--- config.mk ---
export PLATFORM = sky130hd
export DESIGN_NAME = water_level_alarm_sequencer_core
export DESIGN_NICKNAME = d
export VERILOG_FILES = /design/src/rtl/core/wla_pkg.sv /design/src/rtl/core/wla_qualify.sv /design/src/rtl/core/wla_alarm.sv /design/src/rtl/core/water_level_alarm_sequencer_core.sv
export SDC_FILE = /design/constraint.sdc
export NUM_CORES = 1
export LEC_CHECK = 0
export BUFFER_PORTS_ARGS = -buffer_cell sky130_fd_sc_hd__buf_2
export CAP_MARGIN = 20
export CELL_PAD_IN_SITES_DETAIL_PLACEMENT = 0
export CELL_PAD_IN_SITES_GLOBAL_PLACEMENT = 1
export CORE_ASPECT_RATIO = 1.2
export CORE_MARGIN = 3
export CORE_UTILIZATION = 55
export CTS_BUF_LIST = sky130_fd_sc_hd__clkbuf_2
export DETAILED_ROUTE_END_ITERATION = 7
export PLACE_DENSITY = 0.95
export SYNTH_ARGS = -nofsm -noshare
export SYNTH_HDL_FRONTEND = slang
export SYNTH_SLANG_ARGS = --single-unit
--- constraint.sdc ---
create_clock -name clk -period 12.7 [get_ports clk]
set_clock_uncertainty 0.15 [all_clocks]
set_input_delay 2.54 -clock clk [delete_from_list [all_inputs] [get_ports clk]]
set_output_delay 2.54 -clock clk [all_outputs]
set_load 0.1 [all_outputs]
--- src/rtl/core/wla_pkg.sv ---
// ============================================================================
// wla_pkg
// Shared types and constants for the water level alarm sequencer.
// ============================================================================
`default_nettype none

package wla_pkg;

    localparam int unsigned LEVEL_W = 8;
    localparam int unsigned CNT_W   = 16;
    localparam int unsigned UNIT_W  = 14;
    localparam int unsigned CFG_W   = 16;
    localparam int unsigned IDX_W   = 2;

    localparam logic [CNT_W-1:0] CNT_MAX = '1;

    localparam logic [IDX_W-1:0] REG_QUALIFY_LIMIT   = 2'd0;
    localparam logic [IDX_W-1:0] REG_FULL_LEVEL      = 2'd1;
    localparam logic [IDX_W-1:0] REG_BEEP_UNIT       = 2'd2;
    localparam logic [IDX_W-1:0] REG_LONG_BEEP_TICKS = 2'd3;

    localparam logic [CNT_W-1:0]   RST_QUALIFY_LIMIT   = 16'd5000;
    localparam logic [LEVEL_W-1:0] RST_FULL_LEVEL      = 8'd98;
    localparam logic [UNIT_W-1:0]  RST_BEEP_UNIT       = 14'd500;
    localparam logic [CNT_W-1:0]   RST_LONG_BEEP_TICKS = 16'd3000;

    typedef struct packed {
        logic [CNT_W-1:0]   qualify_limit;
        logic [LEVEL_W-1:0] full_level;
        logic [UNIT_W-1:0]  beep_unit;
        logic [CNT_W-1:0]   long_beep_ticks;
    } cfg_t;

    typedef struct packed {
        logic en;
        logic rise_empty;
        logic rise_full;
    } alarm_ctl_t;

endpackage

`default_nettype wire

--- src/rtl/core/wla_qualify.sv ---
// ============================================================================
// wla_qualify
// Saturating persistence counter; flags a set once a condition outlasts the limit.
// ============================================================================
`default_nettype none

module wla_qualify (
    input  wire logic                     clk,
    input  wire logic                     rst_n,
    input  wire logic                     en,
    input  wire logic                     cond,
    input  wire logic [wla_pkg::CNT_W-1:0] limit,
    output logic                          set
);
    import wla_pkg::*;

    logic [CNT_W-1:0] cnt_reg;
    logic [CNT_W-1:0] cnt_next;
    logic [CNT_W-1:0] cnt_inc;

    always_comb
    begin
        cnt_inc  = (cnt_reg == CNT_MAX) ? cnt_reg : cnt_reg + 1'b1;
        set      = cond && (cnt_inc > limit);
        cnt_next = (!cond || set) ? '0 : cnt_inc;
    end

    always_ff @(posedge clk or negedge rst_n)
    begin
        if (!rst_n)
        begin
            cnt_reg <= '0;
        end
        else if (en)
        begin
            cnt_reg <= cnt_next;
        end
    end

endmodule

`default_nettype wire

--- src/rtl/core/wla_alarm.sv ---
// ============================================================================
// wla_alarm
// Empty-tank beep pattern and full-tank long beep sharing one buzzer pin.
// ============================================================================
`default_nettype none

module wla_alarm (
    input  wire logic                clk,
    input  wire logic                rst_n,
    input  wire wla_pkg::alarm_ctl_t ctl,
    input  wire wla_pkg::cfg_t       cfg,
    output logic                     pin_next
);
    import wla_pkg::*;

    logic             run_e_reg;
    logic             run_e_next;
    logic             run_f_reg;
    logic             run_f_next;
    logic [CNT_W-1:0] pat_reg;
    logic [CNT_W-1:0] pat_next;
    logic [CNT_W-1:0] long_reg;
    logic [CNT_W-1:0] long_next;
    logic             pin_reg;
    logic [CNT_W:0]   u1;
    logic [CNT_W:0]   u2;
    logic [CNT_W:0]   u3;
    logic [CNT_W:0]   pc;
    logic             pin_mid;
    logic             act_e;
    logic             act_f;

    always_comb
    begin
        u1 = {{(CNT_W+1-UNIT_W){1'b0}}, cfg.beep_unit};
        u2 = u1 << 1;
        u3 = u2 + u1;

        act_e      = run_e_reg || ctl.rise_empty;
        run_e_next = act_e;
        pin_mid    = pin_reg;
        pat_next   = '0;
        pc         = '0;
        if (act_e)
        begin
            pat_next = pat_reg + 1'b1;
            pc       = {1'b0, pat_next};
            if ((pc != '0) && (pc < u1))
                pin_mid = 1'b1;
            if ((pc > u1) && (pc < u2))
                pin_mid = 1'b0;
            if ((pc > u2) && (pc < u3))
                pin_mid = 1'b1;
            if (pc > u3)
            begin
                pin_mid    = 1'b0;
                run_e_next = 1'b0;
            end
        end

        act_f      = run_f_reg || ctl.rise_full;
        run_f_next = act_f;
        pin_next   = pin_mid;
        long_next  = '0;
        if (act_f)
        begin
            long_next = long_reg + 1'b1;
            if (long_next < cfg.long_beep_ticks)
            begin
                pin_next = 1'b1;
            end
            else
            begin
                pin_next   = 1'b0;
                run_f_next = 1'b0;
            end
        end
    end

    always_ff @(posedge clk or negedge rst_n)
    begin
        if (!rst_n)
        begin
            run_e_reg <= 1'b0;
            run_f_reg <= 1'b0;
            pat_reg   <= '0;
            long_reg  <= '0;
            pin_reg   <= 1'b0;
        end
        else if (ctl.en)
        begin
            run_e_reg <= run_e_next;
            run_f_reg <= run_f_next;
            pat_reg   <= pat_next;
            long_reg  <= long_next;
            pin_reg   <= pin_next;
        end
    end

endmodule

`default_nettype wire

--- src/rtl/core/water_level_alarm_sequencer_core.sv ---
// ============================================================================
// water_level_alarm_sequencer_core
// Qualifies level ticks into empty/full flags and sequences the buzzer alarms.
// ============================================================================
// Each accepted word is registered in the input register, then in the result register.
// Throughput: one word per cycle unless m_tready stalls; each register holds one.
// Reset: asynchronous, active low; counters clear, flags clear, alarms idle,
// buzzer off, configuration returns to its defaults.
`default_nettype none

module water_level_alarm_sequencer_core (
    input  wire logic                      clk,
    input  wire logic                      rst_n,
    input  wire logic                      cfg_we,
    input  wire logic [wla_pkg::IDX_W-1:0] cfg_index,
    input  wire logic [wla_pkg::CFG_W-1:0] cfg_data,
    input  wire logic                      s_tvalid,
    output logic                           s_tready,
    input  wire logic [7:0]                s_tdata,   // [7:0] water_level
    output logic                           m_tvalid,
    input  wire logic                      m_tready,
    output logic [7:0]                     m_tdata    // [0] buzzer_on, [1] tank_empty,
                                                      // [2] tank_full, [7:3] zero
);
    import wla_pkg::*;

    cfg_t               cfg_reg;
    logic               in_valid_reg;
    logic [LEVEL_W-1:0] in_level_reg;
    logic               out_valid_reg;
    logic [2:0]         out_data_reg;
    logic               empty_reg;
    logic               empty_next;
    logic               full_reg;
    logic               full_next;
    logic               advance;
    logic               step;
    logic               set_empty;
    logic               set_water;
    logic               set_full;
    logic               set_notfull;
    logic               pin_next;
    alarm_ctl_t         actl;

    assign advance  = !out_valid_reg || m_tready;
    assign s_tready = !in_valid_reg || advance;
    assign step     = in_valid_reg && advance;
    assign m_tvalid = out_valid_reg;
    assign m_tdata  = {5'b0, out_data_reg};

    always_ff @(posedge clk or negedge rst_n)
    begin
        if (!rst_n)
        begin
            cfg_reg.qualify_limit   <= RST_QUALIFY_LIMIT;
            cfg_reg.full_level      <= RST_FULL_LEVEL;
            cfg_reg.beep_unit       <= RST_BEEP_UNIT;
            cfg_reg.long_beep_ticks <= RST_LONG_BEEP_TICKS;
        end
        else if (cfg_we)
        begin
            case (cfg_index)
                REG_QUALIFY_LIMIT:   cfg_reg.qualify_limit   <= cfg_data;
                REG_FULL_LEVEL:      cfg_reg.full_level      <= cfg_data[LEVEL_W-1:0];
                REG_BEEP_UNIT:       cfg_reg.beep_unit       <= cfg_data[UNIT_W-1:0];
                REG_LONG_BEEP_TICKS: cfg_reg.long_beep_ticks <= cfg_data;
                default:             cfg_reg                 <= cfg_reg;
            endcase
        end
    end

    always_ff @(posedge clk or negedge rst_n)
    begin
        if (!rst_n)
        begin
            in_valid_reg <= 1'b0;
        end
        else if (s_tready)
        begin
            in_valid_reg <= s_tvalid;
        end
    end

    always_ff @(posedge clk)
    begin
        if (s_tvalid && s_tready)
            in_level_reg <= s_tdata[LEVEL_W-1:0];
    end

    wla_qualify u_q_empty (
        .clk   (clk),
        .rst_n (rst_n),
        .en    (step),
        .cond  (in_level_reg == '0),
        .limit (cfg_reg.qualify_limit),
        .set   (set_empty)
    );

    wla_qualify u_q_water (
        .clk   (clk),
        .rst_n (rst_n),
        .en    (step),
        .cond  (in_level_reg != '0),
        .limit (cfg_reg.qualify_limit),
        .set   (set_water)
    );

    wla_qualify u_q_full (
        .clk   (clk),
        .rst_n (rst_n),
        .en    (step),
        .cond  (in_level_reg > cfg_reg.full_level),
        .limit (cfg_reg.qualify_limit),
        .set   (set_full)
    );

    wla_qualify u_q_notfull (
        .clk   (clk),
        .rst_n (rst_n),
        .en    (step),
        .cond  (in_level_reg < cfg_reg.full_level),
        .limit (cfg_reg.qualify_limit),
        .set   (set_notfull)
    );

    always_comb
    begin
        empty_next = set_water ? 1'b0 : (set_empty ? 1'b1 : empty_reg);
        full_next  = set_notfull ? 1'b0 : (set_full ? 1'b1 : full_reg);
        actl.en         = step;
        actl.rise_empty = empty_next && !empty_reg;
        actl.rise_full  = full_next && !full_reg;
    end

    wla_alarm u_alarm (
        .clk      (clk),
        .rst_n    (rst_n),
        .ctl      (actl),
        .cfg      (cfg_reg),
        .pin_next (pin_next)
    );

    always_ff @(posedge clk or negedge rst_n)
    begin
        if (!rst_n)
        begin
            empty_reg     <= 1'b0;
            full_reg      <= 1'b0;
            out_valid_reg <= 1'b0;
        end
        else
        begin
            if (step)
            begin
                empty_reg <= empty_next;
                full_reg  <= full_next;
            end
            if (advance)
                out_valid_reg <= in_valid_reg;
        end
    end

    always_ff @(posedge clk)
    begin
        if (step)
            out_data_reg <= {full_next, empty_next, pin_next};
    end

endmodule

`default_nettype wire

==> results of run 1 <==
-- how the worst min path moves through the flow --
stage / cells past startpoint / slack, ps / endpoint / startpoint
after floorplan: 2 / 300 / u_alarm.run_f_reg$_DFFE_PN0P_ / u_alarm.run_f_reg$_DFFE_PN0P_
after global placement: 2 / 320 / u_alarm.run_f_reg$_DFFE_PN0P_ / u_alarm.run_f_reg$_DFFE_PN0P_
after detailed placement: 2 / 330 / u_alarm.run_f_reg$_DFFE_PN0P_ / u_alarm.run_f_reg$_DFFE_PN0P_
after CTS: 2 / 380 / u_alarm.run_f_reg$_DFFE_PN0P_ / u_alarm.run_f_reg$_DFFE_PN0P_
after global routing: 1 / 410 / u_q_water.cnt_reg[7]$_DFFE_PN0P_ / u_q_water.cnt_reg[7]$_DFFE_PN0P_
final: 2 / 380 / u_alarm.run_f_reg$_DFFE_PN0P_ / u_alarm.run_f_reg$_DFFE_PN0P_
-- final cells by class --
class	count	area share, %
inverter	76	2.192
clock inverter	13	1.355
timing repair buffer	44	1.913
clock buffer	19	0.7306
tap	274	2.634
multi-input combinational	1070	58.23
antenna	1	0.01923
sequential	168	32.92
-- cell usage after synthesis, drive strengths merged, types with 21 or more instances --
cell type,n
nand4,39
a22o,27
dfrtp,136
nor2,54
xor2,36
nand2,159
dfstp,21
xnor2,50
clkbuf,36
and3,38
o21ai,100
mux2,46
ha,151
inv,76
nor3,25
nand3,51
a21oi,77
-- kinds of logic after synthesis --
kind of cell,Yosys count
AO/OA/AOI/OAI,320
XOR/XNOR,86
adder cells (fa/ha/maj),152
buffers and inverters,123
flip-flops,168
multiplexers,46
other,1
AND/OR/NAND/NOR,461
-- layer usage --
layer  wire (microns)  vias up  GRT usage, %  share of wire (%)
met4              804        0         8.433                2.7
li1                 -     4977             -                  -
met1            13030     4874         32.61                 45
met2            14220      242         41.72                 49
met5                0        -             0                  0
met3             1210       48         3.120                4.1
-- power groups by stage --
stage / Combinational, W / Clock [W] / Sequential, W
CTS: 0.000492 / 0.000339 / 0.000651
finish: 0.000492 / 0.000329 / 0.000652
detailed placement: 0.000489 / 0 / 0.000661
floorplan: 0.000366 / 0 / 0.000651
global placement: 0.000472 / 0 / 0.000658
global route: 0.000561 / 0.000358 / 0.000660
-- worst max-delay path, cell delays in order --
cell	delay, ps
buf_2	80
nand3b_1	130
buf_2	440
-- per-stage QoR --
| step | utilization (%) | setup slack, ps | total power [W] |
|---|---|---|---|
| after floorplan | - | 6648 | 0.001017 |
| after global placement | 58.31 | 6805 | 0.001130 |
| after detailed placement | 58.31 | 6665 | 0.001150 |
| after CTS | 59.56 | 6815 | 0.001482 |
| after global routing | 59.57 | 6777 | 0.001579 |
| final | 59.57 | 6817 | 0.001472 |
==> impl_metrics.yaml, run 1 <==
status:
  status: "completed"
setup_path:
  cp-start-kind: "input pin"
  worstSetupPathType: "in2out"
  cp-endpoint: "s_tready"
  rrSetupSlack_ps: 7670
  r2r_cells: 18
  r2r-start: "cfg_reg[18]$_DFFE_PN1P_"
  path_max_fanout: 3
  critPathRequiredTime_ps: 10010
  r2r-end: "out_data_reg[0]$_DFFE_PP_"
  crit_start: "m_tready"
  end_kind: "primary output"
  cp.arrival_ps: 3190
finish:
  layout_common_cells: "nand2_1, ha_1, dfrtp_1"
  final-seq-area_sq_mm: 0.004285
  largest_register_ffs: 54
  drive_above_1_share_pct: 11.51
  fill_cells: 1965
  multi_input_area_sq_mm: 0.007580
  fin_area_sq_mm: 0.01302
  final_cells: 1665
  syn_to_final_growth_pct: 5.711
  final_nets: 1560
  final_common_cell: "nand2_1"
synth:
  avgSynthCellArea_sq_um: 9.074
  ys_top_cells_by_area: "dfrtp_1, ha_1, nand2_1"
  yosys.area_share.simple_pct: 19.02
  synth_top_area_share_pct: 27.64
  ys_ff_latch: 168
  yosys_most_used_dff: "dfrtp_1"
  syn_area_sq_mm: 0.01231
  syn_inst: 1357
  async_flop_share_pct: 93.45
  ys_warn_count: 0
  synth_edf_count: 11
  synthDistinctLibCells: 65
  synth.largest_area_cell: "dfrtp_1"
  yosysSeqAreaShare_pct: 34.80
  synthAdderAreaFrac_pct: 15.51
  synthMuxAreaShare_pct: 4.207
  synth_top_family_by_area: "simple AND/OR/NAND/NOR gates"
  synth-compound-area-share_pct: 16.35
  synth_xor_area_share_pct: 6.117
routing:
  antenna_left: 0
  post_drt_wl_per_cell_microns: 17.58
  drt_iter0_markers: 595
  totalWireLength_microns: 29270
  via_per_inst: 6.091
  dr.pass1.iters: 6
  drc_errors: 0
  num_vias: 10140
sta:
  rsz0062_at_grt: "false"
  setup_violations: 0
  period_share_pct: 46.32
  slew_viol_final: 0
  timing.slew.headroom_pct: 34.87
  fmaxAchievable_mhz: 170.0
  finalSetupTns_ps: 0
  final.min_clock_period_ps: 5883
  tightestPinTransition_ps: 977.0
  whs_ps: 376.1
  hold_viol: 0
clock_tree:
  cts.sinks: 168
  clk_latency_ps: 790
  clk_pin_slew_ps: 240
  cts-root-buf: "clkbuf_2"
  htreeDepth: 4
  cts_tree: "built"
  cts_made_buffers: 17
  cts-resized-gates: 0
  clockBufferDepth: 2
  postCtsSetupBuffers: 0
  hold_buffers: 0
floorplan:
  start_util_pct: 56.35
  die_h_microns: 169.9
  die_w_microns: 142.6
  io_pins: 41
  fp.dieArea_sq_mm: 0.02423
  core-area_sq_mm: 0.02185
  row_count: 59
grt:
  gr-total-overflow: 0
  gr-usage-all-layers_pct: 24.63
  antenna_found_initial: 1
  grt_pass1_wl_microns: 48520
  grt_max_degree: 80
  grt_pass1_vias: 9812
pwr:
  switching_share_pct: 37.57
  comb_power_share_pct: 33.4
  p_leak_nw: 6.330
  p_int_w: 0.0009188
  switchingPower_w: 0.0005530
  p_seq_share_pct: 44.3
  clkPwrFrac_pct: 22.3
  vdd_ir_drop_max_mv: 0.05448
  powerDensity_mw_per_mm2: 113.1
flow_run:
  max_cap_viol_count: 0
hold_path:
  hold_path.class: "reg2reg"
place:
  portBuffers: 35
  dpl.cell_count: 1632
  post-dp-hpwl_microns: 21200
  dpl_cell_area_sq_mm: 0.01274
  routabilityCongestion: 0.8986
Note: power is estimated with default switching activity, not from simulation.
==> inputs of run 2 (changes only) <==
--- a/config.mk
+++ b/config.mk
@@ -5,16 +5,17 @@
 export SDC_FILE = /design/constraint.sdc
 export NUM_CORES = 1
 export LEC_CHECK = 0
+export ABC_AREA = 1
 export BUFFER_PORTS_ARGS = -buffer_cell sky130_fd_sc_hd__buf_2
 export CAP_MARGIN = 20
 export CELL_PAD_IN_SITES_DETAIL_PLACEMENT = 0
 export CELL_PAD_IN_SITES_GLOBAL_PLACEMENT = 1
 export CORE_ASPECT_RATIO = 1.2
 export CORE_MARGIN = 3
-export CORE_UTILIZATION = 55
+export CORE_UTILIZATION = 49
 export CTS_BUF_LIST = sky130_fd_sc_hd__clkbuf_2
 export DETAILED_ROUTE_END_ITERATION = 7
-export PLACE_DENSITY = 0.95
+export PLACE_DENSITY = 0.9
 export SYNTH_ARGS = -nofsm -noshare
 export SYNTH_HDL_FRONTEND = slang
 export SYNTH_SLANG_ARGS = --single-unit
==> constraint.sdc (replaced) <==
create_clock -name clk -period 5.6 [get_ports clk]
set_clock_uncertainty 0.15 [all_clocks]
set_input_delay 1.12 -clock clk [delete_from_list [all_inputs] [get_ports clk]]
set_output_delay 1.12 -clock clk [all_outputs]
set_load 0.1 [all_outputs]
==> impl_metrics.yaml, run 2 <==
status:
  status: "completed"
routing:
  drt_iter0_markers: 598
  via_per_inst: 5.410
  post_drt_wl_per_cell_microns: 15.26
  totalWireLength_microns: 29710
  num_vias: 10530
  antenna_left: 0
  drc_errors: 0
  dr.pass1.iters: 8
sta:
  timing.slew.headroom_pct: 35.51
  hold_viol: 0
  slew_viol_final: 0
  rsz0062_at_grt: "false"
  period_share_pct: 76.09
  fmaxAchievable_mhz: 234.7
  final.setup.worst_slack_ps: 1339
  final.min_clock_period_ps: 4261
  finalSetupTns_ps: 0
  setup_violations: 0
  tightestPinTransition_ps: 964.6
setup_path:
  r2r-start: "cfg_reg[17]$_DFFE_PN0P_"
  cp-start-kind: "flip-flop"
  end_kind: "flip-flop"
  r2r-end: "out_data_reg[0]$_DFFE_PP_"
  critPathRequiredTime_ps: 6000
  path_max_fanout: 5
  r2r_cells: 22
  cp.arrival_ps: 4660
  worstSetupPathType: "reg2reg"
  rrSetupSlack_ps: 1340
synth:
  avgSynthCellArea_sq_um: 7.703
  yosys-top-cells-count: "nand2_1, inv_1, ha_1, o21ai_0, dfrtp_1"
  ys_warn_count: 0
  synth_most_common_cell: "nand2_1"
  synth.largest_area_cell: "dfrtp_1"
  synth_xor_area_share_pct: 4.174
  yosysSeqAreaShare_pct: 35.21
  synthAdderAreaFrac_pct: 15.69
  syn_inst: 1580
  yosys_most_used_dff: "dfrtp_1"
  yosys.area_share.simple_pct: 21.83
  synth_top_family_by_area: "simple AND/OR/NAND/NOR gates"
  synth_top_area_share_pct: 27.96
  syn_area_sq_mm: 0.01217
  synthMuxAreaShare_pct: 0.2776
  synthDistinctLibCells: 46
  ys_top_cells_by_area: "dfrtp_1, ha_1, nand2_1"
  ys_ff_latch: 168
  synth_edf_count: 11
  async_flop_share_pct: 93.45
  synth-compound-area-share_pct: 13.55
grt:
  grt_max_degree: 93
  grt_pass1_wl_microns: 49510
  gr-usage-all-layers_pct: 22.91
  grt_pass1_vias: 10140
  antenna_found_initial: 1
  gr-total-overflow: 0
pwr:
  p_leak_nw: 6.615
  switching_share_pct: 44.16
  p_int_w: 0.002034
  clkPwrFrac_pct: 19.8
  vdd_ir_drop_max_mv: 0.1367
  p_seq_share_pct: 42.4
  comb_power_share_pct: 37.8
  switchingPower_w: 0.001609
  powerDensity_mw_per_mm2: 281.0
finish:
  drive_above_1_share_pct: 7.626
  largest_register_ffs: 54
  layout_common_cells: "nand2_1, inv_1, ha_1"
  final_common_cell: "nand2_1"
  fin_util_pct: 53.56
  fill_cells: 2340
  syn_to_final_growth_pct: 6.518
  final_nets: 1796
clock_tree:
  htreeDepth: 4
  postCtsSetupBuffers: 0
  cts-resized-gates: 0
  clockBufferDepth: 2
  hold_buffers: 0
  cts_tree: "built"
  clk_latency_ps: 820
  clk_pin_slew_ps: 350
  cts.sinks: 168
  cts-root-buf: "clkbuf_2"
  cts_made_buffers: 17
floorplan:
  core-area_sq_mm: 0.02420
  io_pins: 41
  die_w_microns: 149.9
  fp.dieArea_sq_mm: 0.02677
  row_count: 62
  start_util_pct: 50.28
  die_h_microns: 178.6
place:
  portBuffers: 35
  routabilityCongestion: 0.8921
  post-dp-hpwl_microns: 22660
  post-place-ws_ps: 1408
flow_run:
  max_cap_viol_count: 0
hold_path:
  hold_path.class: "in2async"
## run 2: cell type report
type	instances	area, sq um	area share [%]
diodes	1	2.502	0.01930
clock buffers	17	85.08	0.6563
clock inverters	15	196.4	1.515
inverters	264	992.2	7.654
multi-input cells	1122	6775	52.26
flip-flops and latches	168	4285	33.06
well taps	320	400.4	3.089
repair buffers	40	226.5	1.747
## run 2: power by group through the flow
| stage | Combinational (W) | Sequential [W] | Clock (W) |
|---|---|---|---|
| after floorplan | 0.000971 | 0.00159 | 0 |
| after global placement | 0.00135 | 0.00156 | 0 |
| after detailed placement | 0.00138 | 0.00156 | 0 |
| after CTS | 0.00138 | 0.00154 | 0.000750 |
| after global routing | 0.00159 | 0.00157 | 0.000789 |
| final | 0.00138 | 0.00155 | 0.000720 |
## run 2: metrics by stage
step                instance area (sq um)  hold slack [ps]  power (W)  cells
floorplan                           12190            298.8   0.002563   1584
global placement                    12660            317.1   0.002907   1913
detailed placement                  12660            322.5   0.002942   1913
CTS                                 12950            104.7   0.003678   1945
global route                        12960            132.2   0.003954   1947
finish                              12960            129.0   0.003643   1947
## run 2: logic make-up after synthesis
family          Yosys count
compound gates          304
xor+xnor                 58
fa+ha+maj               152
buf+inv                 294
flops                   168
mux                       3
other cells               1
simple gates            600
## run 2: worst max-delay path by stage
stage          cells past startpoint                         to  slack [ps]                                from
6_report                          22  out_data_reg[0]$_DFFE_PP_        1340             cfg_reg[17]$_DFFE_PN0P_
5_1_grt                           26  out_data_reg[0]$_DFFE_PP_         870  u_q_notfull.cnt_reg[0]$_DFFE_PN0P_
4_1_cts                           23  out_data_reg[0]$_DFFE_PP_        1370             cfg_reg[18]$_DFFE_PN1P_
3_5_place_dp                      22  out_data_reg[0]$_DFFE_PP_        1410             cfg_reg[17]$_DFFE_PN0P_
3_3_place_gp                      22  out_data_reg[0]$_DFFE_PP_        1450             cfg_reg[17]$_DFFE_PN0P_
2_1_floorplan                     22  out_data_reg[0]$_DFFE_PP_        2090             cfg_reg[17]$_DFFE_PN0P_
## run 2: critical path, stage by stage, from the launching register on
cell and delay (ps):
dfrtp_1 510, ha_1 240, fa_1 420, nand3_1 120
nand2_1 80, nand2_1 80, o211ai_1 130, a21o_1 200
a21o_1 170, nand2_1 70, a21oi_1 100, xor2_1 170
ha_1 290, nand3_1 80, nor3_1 350, o21ai_0 220
nand2_1 100, a21oi_1 70, a21o_1 220, nand2_1 80
nand2_1 50, nand3_1 110, nand2_1 60
## run 2: layer usage
metal / global-route usage [%] / wire length (microns) / vias to the layer above
li1: - / - / 5315
met1: 30.80 / 13770 / 4975
met2: 39.15 / 14470 / 197
met3: 2.973 / 925 / 47
met4: 5.797 / 535 / 0
met5: 0 / 0 / -
